<file path="src/hdl/pngunf_pkg.sv">
`default_nettype none

package pngunf_pkg;

  // Widths of the configuration registers and of the port fields.
  localparam int ROW_BYTES_W   = 15;
  localparam int BPP_W         = 4;
  localparam int ROW_COUNT_W   = 31;
  localparam int CFG_IDX_W     = 2;
  localparam int CFG_DATA_W    = 31;
  localparam int BYTE_W        = 8;

  // Default sizing of the prior-row store and the left-neighbor windows.
  localparam int MAX_ROW_BYTES_DEF   = 16384;
  localparam int MAX_PIXEL_BYTES_DEF = 8;

  // Highest legal filter type code.
  localparam logic [BYTE_W-1:0] FILTER_MAX_CODE = 8'd4;

  // Configuration register indexes.
  typedef enum logic [CFG_IDX_W-1:0] {
    CFG_ROW_BYTES = 2'd0,
    CFG_BPP       = 2'd1,
    CFG_ROW_COUNT = 2'd2
  } cfg_idx_t;

  typedef enum logic [2:0] {
    FILT_NONE  = 3'd0,
    FILT_SUB   = 3'd1,
    FILT_UP    = 3'd2,
    FILT_AVG   = 3'd3,
    FILT_PAETH = 3'd4
  } filter_t;

endpackage

`default_nettype wire

</file>
<file path="src/hdl/pngunf_predict.sv">
`default_nettype none

module pngunf_predict (
  input  wire pngunf_pkg::filter_t filter,
  input  wire logic [7:0]          raw,
  input  wire logic [7:0]          a,
  input  wire logic [7:0]          b,
  input  wire logic [7:0]          c,
  output logic      [7:0]          val
);

  logic [8:0] sum_ab9;
  logic [7:0] avg;
  logic [7:0] pa;
  logic [7:0] pb;
  logic [9:0] sum_ab10;
  logic [9:0] c_twice;
  logic [9:0] pc;
  logic [7:0] paeth;
  logic [7:0] pred;

  assign sum_ab9 = {1'b0, a} + {1'b0, b};
  assign avg     = sum_ab9[8:1];

  // With p = a + b - c the three Paeth distances reduce to these forms.
  assign pa       = (b >= c) ? (b - c) : (c - b);
  assign pb       = (a >= c) ? (a - c) : (c - a);
  assign sum_ab10 = {2'b00, a} + {2'b00, b};
  assign c_twice  = {1'b0, c, 1'b0};
  assign pc       = (sum_ab10 >= c_twice) ? (sum_ab10 - c_twice) : (c_twice - sum_ab10);

  always_comb begin
    if (({2'b00, pa} <= {2'b00, pb}) && ({2'b00, pa} <= pc)) begin
      paeth = a;
    end else if ({2'b00, pb} <= pc) begin
      paeth = b;
    end else begin
      paeth = c;
    end
  end

  always_comb begin
    unique case (filter)
      pngunf_pkg::FILT_SUB:   pred = a;
      pngunf_pkg::FILT_UP:    pred = b;
      pngunf_pkg::FILT_AVG:   pred = avg;
      pngunf_pkg::FILT_PAETH: pred = paeth;
      default:                pred = 8'd0;
    endcase
  end

  assign val = raw + pred;

endmodule

`default_nettype wire

</file>
<file path="config.mk">
export PLATFORM = sky130hd
export DESIGN_NAME = pngunf_predict
export DESIGN_NICKNAME = d
export VERILOG_FILES = /design/src/hdl/pngunf_pkg.sv /design/src/hdl/pngunf_predict.sv
export SDC_FILE = /design/constraint.sdc
export NUM_CORES = 1
export LEC_CHECK = 0
export BUFFER_PORTS_ARGS = -buffer_cell sky130_fd_sc_hd__buf_4
export CORE_MARGIN = 2
export CORE_UTILIZATION = 40
export DETAILED_ROUTE_END_ITERATION = 16
export PLACE_DENSITY_LB_ADDON = 0.25
export SKIP_LAST_GASP = 1
export SLEW_MARGIN = 20
export SYNTH_ARGS = -nofsm -noshare
export SYNTH_HDL_FRONTEND = slang
export SYNTH_SLANG_ARGS = --single-unit
</file>
<file path="constraint.sdc">
create_clock -name vclk -period 22.5
set_input_delay 4.5 -clock vclk [all_inputs]
set_output_delay 4.5 -clock vclk [all_outputs]
set_load 0.01 [all_outputs]
</file>
==> flow_metrics.py <==
metrics = {
    "placed_design": {
        "placed_cells": 625,
        "portBuffers": 43,
        "routabilityCongestion": 0.9292,
        "hpwl_mm": 9.685,
    },
    "drt": {
        "drc": 0,
        "drt_iter0_drc": 153,
        "wl_per_cell_um": 17.68,
        "vias_per_cell": 5.827,
        "dr.pass1.iters": 4,
        "vias": 3642,
        "antenna_left": 0,
        "routed_wirelength_mm": 11.05,
    },
    "synthesis": {
        "syn-cell-area_mm2": 0.003654,
        "yosysWarningCount": 0,
        "synth.area.top_cells": "ha_1 (28%), a21oi_1 (7.1%), inv_1 (6.0%)",
        "synth.largest_area_cell": "ha_1",
        "syn_nets": 614,
        "synth_top_area_frac": 0.2808,
        "avgSynthCellArea_um2": 7.471,
        "synth_cell_types": 62,
        "netlist_instances": 489,
        "yosysSeqAreaShare": 0,
    },
    "sta": {
        "fmax_mhz": 57.71,
        "min_period_ns": 17.33,
        "setup_viol": 0,
        "max_slew_margin": 0.2760,
        "tns_ns": 0,
        "rsz0062_at_grt": "false",
        "slew_violations": 0,
        "finalHoldViolCount": 0,
        "worstMarginPinSlew_ns": 1.079,
        "period_share": 0.7702,
    },
    "grt": {
        "grt_pass1_wl_mm": 18.28,
        "grt_max_degree": 19,
        "grt_overflow": 0,
        "antenna_found_initial": 0,
        "track_usage": 0.2263,
        "grt_pass1_vias": 3709,
    },
    "power_and_ir_drop": {
        "p_per_area_mw_per_mm2": 61.97,
        "vdd_ir_drop_max_uv": 29.32,
        "fin_total_pwr_mw": 0.2509,
        "power_leakage_nw": 2.052,
    },
    "layout": {
        "drive_gt1_frac": 0.1335,
        "fin_nets": 644,
        "seq_cell_count": 0,
        "area_delta_synth_final_pct": 10.82,
        "diodes": 0,
        "clock_buffers": 0,
        "register_area_um2": 0,
        "fin_util": 0.4598,
        "instances_no_fill": 625,
    },
    "critical_path": {
        "crit_path_max_fanout": 10,
        "cp-start-kind": "primary input",
        "slowest_stage": "fa_1",
        "required_ns": 18.00,
        "setup.worst_path.end_class": "output port",
        "path_common_cell": "a21oi_1",
        "arrival_ns": 12.83,
        "slowest_delay_ns": 0.41,
        "worstSetupPathType": "primary input to output port",
    },
    "min_path": {
        "min_path_type": "primary input to output port",
    },
    "run": {
        "maxCapViolations": 0,
    },
    "die": {
        "die_w_um": 99.57,
        "io_pins": 43,
        "die_area_mm2": 0.009914,
        "start_util": 0.4149,
        "die_h_um": 99.57,
        "rows": 34,
        "core-area_mm2": 0.008806,
    },
    "clocking": {
        "cts_hold_buf": 0,
        "cts_resized": 0,
        "post-cts-setup-buffers": 0,
    },
    "run_status": {
        "status": "complete, no violations",
    },
}
[routing by layer]
layer / global-route usage / part of all wire / routed length (µm)
met3: 0.009136 / 0.041 / 458
met2: 0.3955 / 0.47 / 5171
met4: 0.06639 / 0.033 / 370
met1: 0.3022 / 0.46 / 5047
met5: 0 / 0 / 0
[cell families (layout without fill, tap and decap cells)]
logic type	count (synthesis)	after routing	share of synthesized area
compound gates	171	171	0.3202
xor+xnor	31	31	0.07431
fa+ha+maj	90	90	0.3247
buf+inv	73	101	0.07671
mux	19	19	0.05445
simple gates	105	105	0.1497
[power by group]
part	switching (mW)	internal, mW
Combinational	0.144	0.107
Clock	0	0
Sequential	0	0
[cell usage in the layout, fill, tap and decap left out, drive strengths merged, types with 3 or more instances in the layout]
master	synthesis	layout
or2	11	11
a21oi	52	52
o21ai	28	28
o21bai	7	7
a211oi	4	4
fa	8	8
nand3	13	13
a22oi	7	7
o211a	3	3
and3	3	3
nand2b	6	6
o221ai	8	8
a2111oi	3	3
mux2i	12	12
nor2b	7	7
xnor2	22	22
inv	58	58
ha	82	82
and4	3	3
nand2	28	28
o211ai	4	4
o21a	8	8
nand4	3	3
buf	5	43
nor2	17	17
mux2	7	7
a221oi	3	3
o31ai	3	3
a21o	22	22
xor2	9	9
o22ai	3	3
and2	5	5
[critical path, delay by kind of cell]
family | cells | cell delay, ns
multiplexers | 1 | 0.20
AND/OR/NAND/NOR | 7 | 1.46
buffers and inverters | 3 | 0.33
AO/OA/AOI/OAI | 20 | 4.19
XOR/XNOR | 2 | 0.51
adder cells (fa/ha/maj) | 5 | 1.60
[area by class of cell]
| type | instances | area (µm²) |
|---|---|---|
| well taps | 108 | 135.1 |
| fillers | 901 | 4757 |
| multi-input cells | 416 | 3373 |
| inverters | 58 | 217.7 |
| repair buffers | 43 | 322.8 |
[per-stage QoR]
| stage | area [µm²] | worst slack [ns] | hold slack [ns] |
|---|---|---|---|
| after detailed placement | 4049 | 5.207 | 9.308 |
| final | 4049 | 5.171 | 9.308 |
| after CTS | 4049 | 5.196 | 9.311 |
| after global placement | 4049 | 5.482 | 9.301 |
| after global routing | 4049 | 4.455 | 9.316 |
| after floorplan | 3654 | 6.379 | 9.151 |
[worst paths after layout]
check	start	end	slack, ns	cells after the start
worst max-delay path	a[0]	val[7]	5.17	38
worst min-delay path	raw[0]	val[0]	9.31	3
[cell usage after synthesis, drive strengths merged, types with 2 or more instances]
cell      n
nor3      2
a21o     22
mux2i    12
inv      58
ha       82
xnor2    22
o211ai    4
buf       5
o31ai     3
and4      3
a21boi    2
and3      3
a311o     2
a31oi     2
fa        8
a21oi    52
clkbuf   10
nor2     17
nand2b    6
o31a      2
xor2      9
o211a     3
a221oi    3
o21a      8
a2111oi   3
nand2    28
or2      11
or3       2
nand4     3
a211oi    4
nor2b     7
o221ai    8
a22oi     7
o22ai     3
mux2      7
o21ai    28
and2      5
nand3    13
o21bai    7
a31o      2
(Power assumes the default switching activity.)
