**config.mk**
```make
export PLATFORM = sky130hd
export DESIGN_NAME = pngunf_ram
export DESIGN_NICKNAME = d
export VERILOG_FILES = /design/src/hdl/pngunf_ram.sv
export SDC_FILE = /design/constraint.sdc
export NUM_CORES = 1
export LEC_CHECK = 0
export ABC_CLOCK_PERIOD_IN_PS = 3300
export BUFFER_PORTS_ARGS = -buffer_cell sky130_fd_sc_hd__buf_2
export CAP_MARGIN = 30
export CORE_MARGIN = 4
export CORE_UTILIZATION = 33
export DETAILED_ROUTE_END_ITERATION = 6
export PLACE_DENSITY = 0.48
export SYNTH_ARGS = -nofsm -noshare
export SYNTH_HDL_FRONTEND = slang
export SYNTH_SLANG_ARGS = --single-unit
export TNS_END_PERCENT = 1
```
**constraint.sdc**
```tcl
create_clock -name clk -period 3.3 [get_ports clk]
set_clock_uncertainty 0.15 [all_clocks]
set_input_delay 0.33 -clock clk [delete_from_list [all_inputs] [get_ports clk]]
set_output_delay 0.33 -clock clk [all_outputs]
set_load 0.02 [all_outputs]
```
**src/hdl/pngunf_ram.sv**
```systemverilog
`default_nettype none

module pngunf_ram #(
  parameter int WIDTH = 8,
  parameter int DEPTH = 16,
  localparam int AW = (DEPTH > 1) ? $clog2(DEPTH) : 1
) (
  input  wire logic             clk,
  input  wire logic             wr_en,
  input  wire logic [AW-1:0]    wr_addr,
  input  wire logic [WIDTH-1:0] wr_data,
  input  wire logic             rd_en,
  input  wire logic [AW-1:0]    rd_addr,
  output logic      [WIDTH-1:0] rd_data
);

  logic [WIDTH-1:0] mem [DEPTH];

  always_ff @(posedge clk) begin
    if (wr_en) begin
      mem[wr_addr] <= wr_data;
    end
  end

  always_ff @(posedge clk) begin
    if (rd_en) begin
      rd_data <= mem[rd_addr];
    end
  end

endmodule

`default_nettype wire

```
==> results.json, run 1 <==
{
  "status": "complete, no violations",
  "peakVddDrop_mv": 0.324,
  "met2_length_mm": 5.16,
  "reg2reg_depth": 3,
  "postCtsSetupBuffers": 0,
  "grt_pass1_wl_mm": 17.0,
  "ys_seq_elements": 136,
  "synth_area_per_cell_um2": 22.8,
  "clk_pin_slew_ps": 60,
  "finalCritPeriodShare": 0.598,
  "cp.required_ps": 3300,
  "rsz0062_at_grt": "no",
  "cellPowerDensity_nw_per_um2": 670,
  "crit_path_max_fanout": 14,
  "dp.cells": 473,
  "r2r_end": "rd_data[5]",
  "dp_slack_ps": 944,
  "antenna_cells": 0,
  "grt_pass1_vias": 2580,
  "fin_setup_tns_ps": 0,
  "numCtsBuffers": 17,
  "ys_warn_count": 0,
  "final_max_slew_viol_count": 0,
  "start_util": 0.340,
  "fin_ws_ps": 1330,
  "cts_resized": 0,
  "fillCellCount": 1352,
  "fin_crit_ps": 1970,
  "fin_hold_ws_ps": 134,
  "avgRoutedWirePerCell_um": 22.0,
  "slew_headroom": 0.380,
  "ios": 27,
  "hp-start": "rd_en",
  "yosysSeqAreaShare": 0.781,
  "ctsHoldBuffers": 0,
  "synth-edff-count": 136,
  "antenna_found_initial": 0,
  "syn_inst": 229,
  "yosys.area_share.adder": 0,
  "hold_end": "rd_data[7]",
  "r2r_start": "mem[2][5]",
  "fin_cells": 506,
  "synth.most_common_cell": "edfxtp_1",
  "place_congestion": 0.711,
  "synth.mux.area_fraction": 0.148,
  "clockBufferDepth": 2,
  "syn_area_um2": 5230,
  "dieArea_um2": 17900,
  "cp-end-kind": "flip-flop",
  "r2r_setup_slack_ps": 1510,
  "vias": 2471,
  "yosys-top-cells-count": "136 x edfxtp_1, 18 x mux4_2, 16 x a22oi_1, 14 x mux4_1, 13 x nor2_1",
  "hold_path_depth": 1,
  "worstPathArrival_ps": 1970,
  "m1WireLength_mm": 5.33,
  "synth_compound_area_frac": 0.0230,
  "grt_max_degree": 26,
  "route.met3.wl_um": 502,
  "tightest_slew_ps": 926,
  "synth_area_leader_cell": "edfxtp_1",
  "dr.pass1.iters": 4,
  "coreArea_um2": 15400,
  "synth-simple-area-share": 0.0314,
  "routed_wl_mm": 11.1,
  "setup_violations": 0,
  "cts_tree": "built",
  "clock_latency_ps": 410,
  "finalHoldViolCount": 0,
  "ant_nets": 0,
  "drt_iter0_drc": 211,
  "grt-ovfl-total": 0,
  "cts.sinks": 136,
  "synth.area.top_cells": "edfxtp_1 78%, mux4_2 7.8%, mux4_1 7.0%",
  "min_path_type": "in -> reg",
  "fmax_mhz": 507,
  "multi_input_area_um2": 1060,
  "syn_nets": 248,
  "ys.flop_type": "edfxtp_1",
  "routed_via_density": 4.88,
  "synth_top_area_frac": 0.781,
  "fp.dieW_um": 134,
  "fp.dieH_um": 134,
  "portBuffers": 26,
  "fin_nets": 301,
  "synth_top_family_by_area": "multiplexers",
  "syn_to_final_growth_pct": 21.0,
  "synth_xor_area_frac": 0,
  "cts_root_buf": "clkbuf_16",
  "async_reset_ff_frac": 0,
  "drive_gt1_frac": 0.308,
  "dp_hpwl_mm": 7.19,
  "highest_layer": "met4",
  "register_area_um2": 4080,
  "drcViolationCount": 0,
  "crit_type": "in -> reg",
  "h-tree-depth": 4,
  "cp-start-kind": "primary input",
  "final_util": 0.412,
  "rows": 45,
  "power_leakage_uw": 0.00211,
  "synthDistinctLibCells": 18,
  "cap_violations": 0,
  "grtUsageTotal": 0.134
}
==> sequential cells by signal, indices dropped and copies added, names as in the netlist <==
signal,count
rd_data,8
mem,128
==> metal layers <==
layer | global-route usage | vias to the layer above
met2 | 0.206 | 67
met1 | 0.185 | 1309
li1 | - | 1085
met3 | 0.0341 | 10
met5 | 0 | -
met4 | 0.0497 | 0
==> layout make-up <==
| class | instances | area share |
|---|---|---|
| Sequential cell | 136 | 0.645 |
| Multi-Input combinational cell | 83 | 0.167 |
| Clock buffer | 18 | 0.0678 |
| Timing Repair Buffer | 44 | 0.0419 |
| Tap cell | 211 | 0.0417 |
| Clock inverter | 14 | 0.0360 |
==> worst max-delay path by stage <==
stage                from          to  slack [ps]  depth (start not counted)
2_1_floorplan  wr_addr[2]   mem[0][0]        1330                          2
4_1_cts        rd_addr[0]  rd_data[3]        1390                          5
5_1_grt        rd_addr[0]  rd_data[3]        1240                          5
6_report       rd_addr[0]  rd_data[3]        1330                          5
3_3_place_gp   rd_addr[0]  rd_data[3]         950                          5
3_5_place_dp   rd_addr[0]  rd_data[3]         940                          5
==> cells in the final DEF, fill, tap and decap left out, drive strengths merged, types with 2 or more instances in the layout <==
cell type	n
clkinvlp	3
a22oi	16
nand2b	2
mux4	32
bufinv	6
buf	44
nor2	13
clkbuf	18
clkinv	4
edfxtp	136
nor3	4
nand3b	2
nand2	9
==> metrics by stage <==
stage	total power (uW)	area, um2
floorplan	2100	5230
global placement	2180	5660
detailed placement	2180	5660
CTS	4280	6320
global route	4380	6330
finish	4240	6330
==> report_power, final <==
part	switching [uW]	total [uW]	internal, uW	leakage (uW)
Clock	684	2090	1410	0.000309
Combinational	115	188	72.7	0.000568
Sequential	10.3	1960	1950	0.00124
Total	809	4240	3430	0.00211
==> critical path, stage by stage <==
cell and delay (ps):
buf_2 210, buf_4 350, mux4_1 590, a22oi_1 370, nand2_1 110
==> cells by family after synthesis <==
kind of cell / count (synthesis)
buffers and inverters: 10
AO/OA/AOI/OAI: 16
AND/OR/NAND/NOR: 35
flip-flops: 136
multiplexers: 32
No activity file was read; power rests on OpenSTA's default activity.
==> run 2, diff against run 1 <==
- ABC_CLOCK_PERIOD_IN_PS: 3300 -> 1700
- PLACE_DENSITY: 0.48 -> 0.5
- clock period: 3.3 -> 1.7 ns (I/O delays scaled with it)
==> run 2 against run 1 <==
  * Worst hold slack got worse by 120 ps
  * Power increased by 90%
  * Largest power group unchanged
  * Global-route usage down 0.21 points
  * Non-clock buffer count increased by 20
  * Highest routed layer is now met5
  * Flip-flop and latch count unchanged
  * Routed wire length down 1.6%
  * Clock-buffer cell count up 1
==> results.json, run 2 (synthesis results as in run 1) <==
{
  "status": "complete, no violations",
  "fin_nets": 321,
  "ant_nets": 0,
  "antenna_cells": 0,
  "vias": 2509,
  "cap_violations": 0,
  "cp.required_ps": 1710,
  "final_util": 0.424,
  "drive_gt1_frac": 0.327,
  "crit_type": "reg -> reg",
  "final_cell_mix": "136 x edfxtp_1, 28 x buf_4, 26 x buf_2, 18 x mux4_2, 17 x clkbuf_16",
  "grt_pass1_vias": 2704,
  "top_regs": "mem x128, rd_data x8",
  "setup_violations": 0,
  "crit_path_max_fanout": 1,
  "cts_tree": "built",
  "fin_crit_ps": 1640,
  "placed_area_um2": 5850,
  "power_uw": 8030,
  "grt-ovfl-total": 0,
  "drt_iter0_drc": 197,
  "dp_hpwl_mm": 7.24,
  "finalHoldViolCount": 0,
  "grt_pass1_wl_mm": 16.6,
  "fp.dieH_um": 134,
  "dp_slack_ps": -227,
  "grtUsageTotal": 0.132,
  "clockBufferDepth": 2,
  "dr.pass1.iters": 4,
  "final_common_cell": "edfxtp_1",
  "syn_to_final_growth_pct": 24.7,
  "peakVddDrop_mv": 0.706,
  "top_register": "mem",
  "finalCritPeriodShare": 0.962,
  "cts_resized": 0,
  "h-tree-depth": 4,
  "numCtsBuffers": 17,
  "largest_reg_flops": 128,
  "design_area_um2": 6520,
  "slew_headroom": 0.491,
  "cp-start-kind": "flip-flop",
  "portBuffers": 26,
  "final_max_slew_viol_count": 0,
  "grt_max_degree": 18,
  "cts.sinks": 136,
  "ios": 27,
  "tightest_slew_ps": 761,
  "routed_wl_mm": 10.9,
  "place_congestion": 0.717,
  "fp.dieW_um": 134,
  "min_path_type": "in -> reg",
  "start_util": 0.340,
  "coreArea_um2": 15400,
  "antenna_found_initial": 1,
  "cellPowerDensity_nw_per_um2": 1230,
  "postCtsSetupBuffers": 0,
  "fin_ws_ps": 64.4,
  "avgRoutedWirePerCell_um": 20.8,
  "power_leakage_uw": 0.00222,
  "fmax_mhz": 611,
  "dieArea_um2": 17900,
  "rows": 45,
  "worstPathArrival_ps": 1640,
  "fillCellCount": 1339,
  "drcViolationCount": 0,
  "clock_latency_ps": 410,
  "rsz0062_at_grt": "no",
  "routed_via_density": 4.77,
  "cp-end-kind": "flip-flop",
  "cts_root_buf": "clkbuf_16",
  "clk_pin_slew_ps": 60,
  "fin_setup_tns_ps": 0
}
run 2: layout make-up:
cell class              instances  area, um2  share of cell area
clock inverters                13        183              0.0280
multi-input cells              83       1060               0.163
clock buffers                  19        433              0.0664
repair buffers                 64        490              0.0753
flip-flops and latches        136       4080               0.627
well taps                     211        264              0.0405
run 2: power breakdown:
part | total, uW | switching, uW | internal (uW)
logic | 415 | 230 | 185
registers | 3800 | 20.6 | 3780
clock network | 3820 | 1250 | 2560
total | 8030 | 1500 | 6530
run 2: path summary, 6_finish.rpt:
path         slack (ps)       start  cells past startpoint    endpoint
min                  20  wr_data[7]                      1   mem[8][7]
max reg2reg          60   mem[3][6]                      3  rd_data[6]
min reg2reg         600   mem[7][0]                      3  rd_data[0]
max                  60   mem[3][6]                      3  rd_data[6]
run 2: stage by stage:
| step | hold WS [ps] | cells |
|---|---|---|
| after floorplan | 119 | 229 |
| after global placement | 414 | 489 |
| after detailed placement | 409 | 489 |
| after CTS | 0.844 | 526 |
| after global routing | 0.579 | 526 |
| final | 17.4 | 526 |
run 2: repair_timing:
item,CTS,global route
setup endpoints to repair,0,0
hold buffers,5,0
hold endpoints to repair,59,0
run 2: layer usage:
metal / vias to the layer above / routed length, um / global-route usage
met2: 63 / 5150 / 0.200
met5: - / 13 / 0
met3: 13 / 443 / 0.0458
met1: 1302 / 5220 / 0.179
met4: 2 / 119 / 0.0429
li1: 1129 / - / -
run 2: critical path, stage by stage, from the launching register on:
cell      delay [ps]
edfxtp_1         370
mux4_2           480
a22oi_1          300
nand2_1           90
==> run 3, diff against run 2 <==
- ABC_CLOCK_PERIOD_IN_PS: 1700 -> 1400
- BUFFER_PORTS_ARGS: -buffer_cell sky130_fd_sc_hd__buf_2 -> -buffer_cell sky130_fd_sc_hd__clkbuf_2
- clock period: 1.7 -> 1.4 ns (I/O delays scaled with it)
==> run 3 against run 2 <==
  * The flow now finishes with violations (setup timing)
  * Die area is the same
  * Fmax increased by 2.0%
  * Routed wire length down 2.6%
  * Flip-flop and latch count unchanged
  * Final area fell by 0.65%
==> results.json, run 3 (synthesis results as in run 1) <==
{
  "hold_path_depth": 1,
  "crit_type": "reg -> reg",
  "worstPathArrival_ps": 1620,
  "grtUsageTotal": 0.128,
  "cellPowerDensity_nw_per_um2": 1410,
  "crit_path_max_fanout": 1,
  "dp_hpwl_mm": 7.22,
  "top_register": "mem",
  "rows": 45,
  "worst-path-buf-inv": 0,
  "coreArea_um2": 15400,
  "fin_hold_ws_ps": 14.1,
  "path_delay_family": "multiplexers",
  "portBuffers": 26,
  "drt_iter0_drc": 216,
  "cts_tree": "built",
  "syn_to_final_growth_pct": 23.8,
  "register_area_um2": 4080,
  "h-tree-depth": 4,
  "clock_latency_ps": 410,
  "cts.sinks": 136,
  "fp.dieH_um": 134,
  "finalHoldViolCount": 0,
  "slowest_stage": "mux4_2",
  "routed_wl_mm": 10.7,
  "fin_crit_ps": 1600,
  "slowest_delay_ps": 490,
  "avgRoutedWirePerCell_um": 20.3,
  "cp-end-kind": "flip-flop",
  "finalCritPeriodShare": 1.14,
  "cap_violations": 0,
  "fin_nets": 320,
  "fillCellCount": 1349,
  "ant_nets": 0,
  "peakVddDrop_mv": 0.887,
  "multi_input_area_um2": 1060,
  "numCtsBuffers": 17,
  "dr.pass1.iters": 4,
  "grt_pass1_wl_mm": 16.3,
  "final_max_slew_viol_count": 0,
  "drive_gt1_frac": 0.424,
  "cts_root_buf": "clkbuf_16",
  "grt-ovfl-total": 0,
  "setup_violations": 8,
  "vias": 2498,
  "grt_pass1_vias": 2584,
  "min_path_type": "in -> reg",
  "reg2reg_depth": 3,
  "fin_ws_ps": -203,
  "drcViolationCount": 0,
  "fin_setup_tns_ps": -1170,
  "final_common_cell": "edfxtp_1",
  "place_congestion": 0.720,
  "largest_reg_flops": 128,
  "dieArea_um2": 17900,
  "final_cell_mix": "136 x edfxtp_1, 32 x mux4_2, 26 x clkbuf_2, 25 x buf_4, 17 x clkbuf_16",
  "power_uw": 9110,
  "status": "finished, violations left",
  "ios": 27,
  "slew_headroom": 0.347,
  "cp.required_ps": 1410,
  "routed_via_density": 4.76,
  "path_cells": "mux4_2 -> a22oi_2 -> nand2_1",
  "top_regs": "mem x128, rd_data x8",
  "antenna_found_initial": 0,
  "worst-path-stages": 3,
  "start_util": 0.340,
  "antenna_cells": 0,
  "fp.dieW_um": 134,
  "fmax_mhz": 624,
  "clockBufferDepth": 2,
  "rsz0062_at_grt": "yes",
  "cp-start-kind": "flip-flop",
  "tightest_slew_ps": 977,
  "clk_pin_slew_ps": 60,
  "power_leakage_uw": 0.00215,
  "violations": "setup timing",
  "grt_max_degree": 17
}
run 3: cell count changes in the layout (fill, tap and decap cells not counted), sizes merged:
| cell | previous run | this run |
|---|---|---|
| clkinvlp | 0 | 2 |
| dlygate4sd3 | 5 | 2 |
| clkbuf | 19 | 48 |
| bufinv | 5 | 1 |
| clkinv | 8 | 7 |
| buf | 59 | 35 |
run 3: per-layer routing:
metal / up-vias / track usage / share of wire
li1: 1122 / - / -
met1: 1296 / 0.191 / 0.51
met5: - / 0 / 0
met3: 11 / 0.0469 / 0.049
met2: 69 / 0.172 / 0.43
met4: 0 / 0.0411 / 0.010
run 3: timing repair:
action | 4_1_cts | 5_1_grt
gates cloned | 0 | 0
hold endpoints to repair | 24 | 0
setup buffers | 0 | 0
gates resized for setup | 9 | 0
pin swaps | 2 | 1
setup endpoints to repair | 8 | 8
hold buffers | 2 | 0
run 3: final timing paths:
path                    from  slack, ps    endpoint
hold / removal    wr_data[4]         10   mem[6][4]
setup reg to reg   mem[3][2]       -200  rd_data[2]
hold reg to reg   mem[14][2]        600  rd_data[2]
setup / recovery   mem[3][2]       -200  rd_data[2]
run 3: through the flow:
stage,instance area (um2),setup WS [ps],instances,util
final,6470,-203,525,0.421
after global routing,6470,-247,525,0.421
after floorplan,5230,-90.4,229,-
after detailed placement,5890,-523,491,0.383
after global placement,5890,-519,491,0.383
after CTS,6470,-189,525,0.421
run 3: area by class of cell:
class                   count  share of cell area
clock buffers              22              0.0686
clock inverters            10              0.0124
repair buffers             63              0.0831
well taps                 211              0.0408
multi-input cells          83               0.164
flip-flops and latches    136               0.631
run 3: power breakdown:
part | total [uW] | switching, uW | internal, uW
registers | 4620 | 26.4 | 4590
logic | 536 | 295 | 241
clock network | 3960 | 1550 | 2410
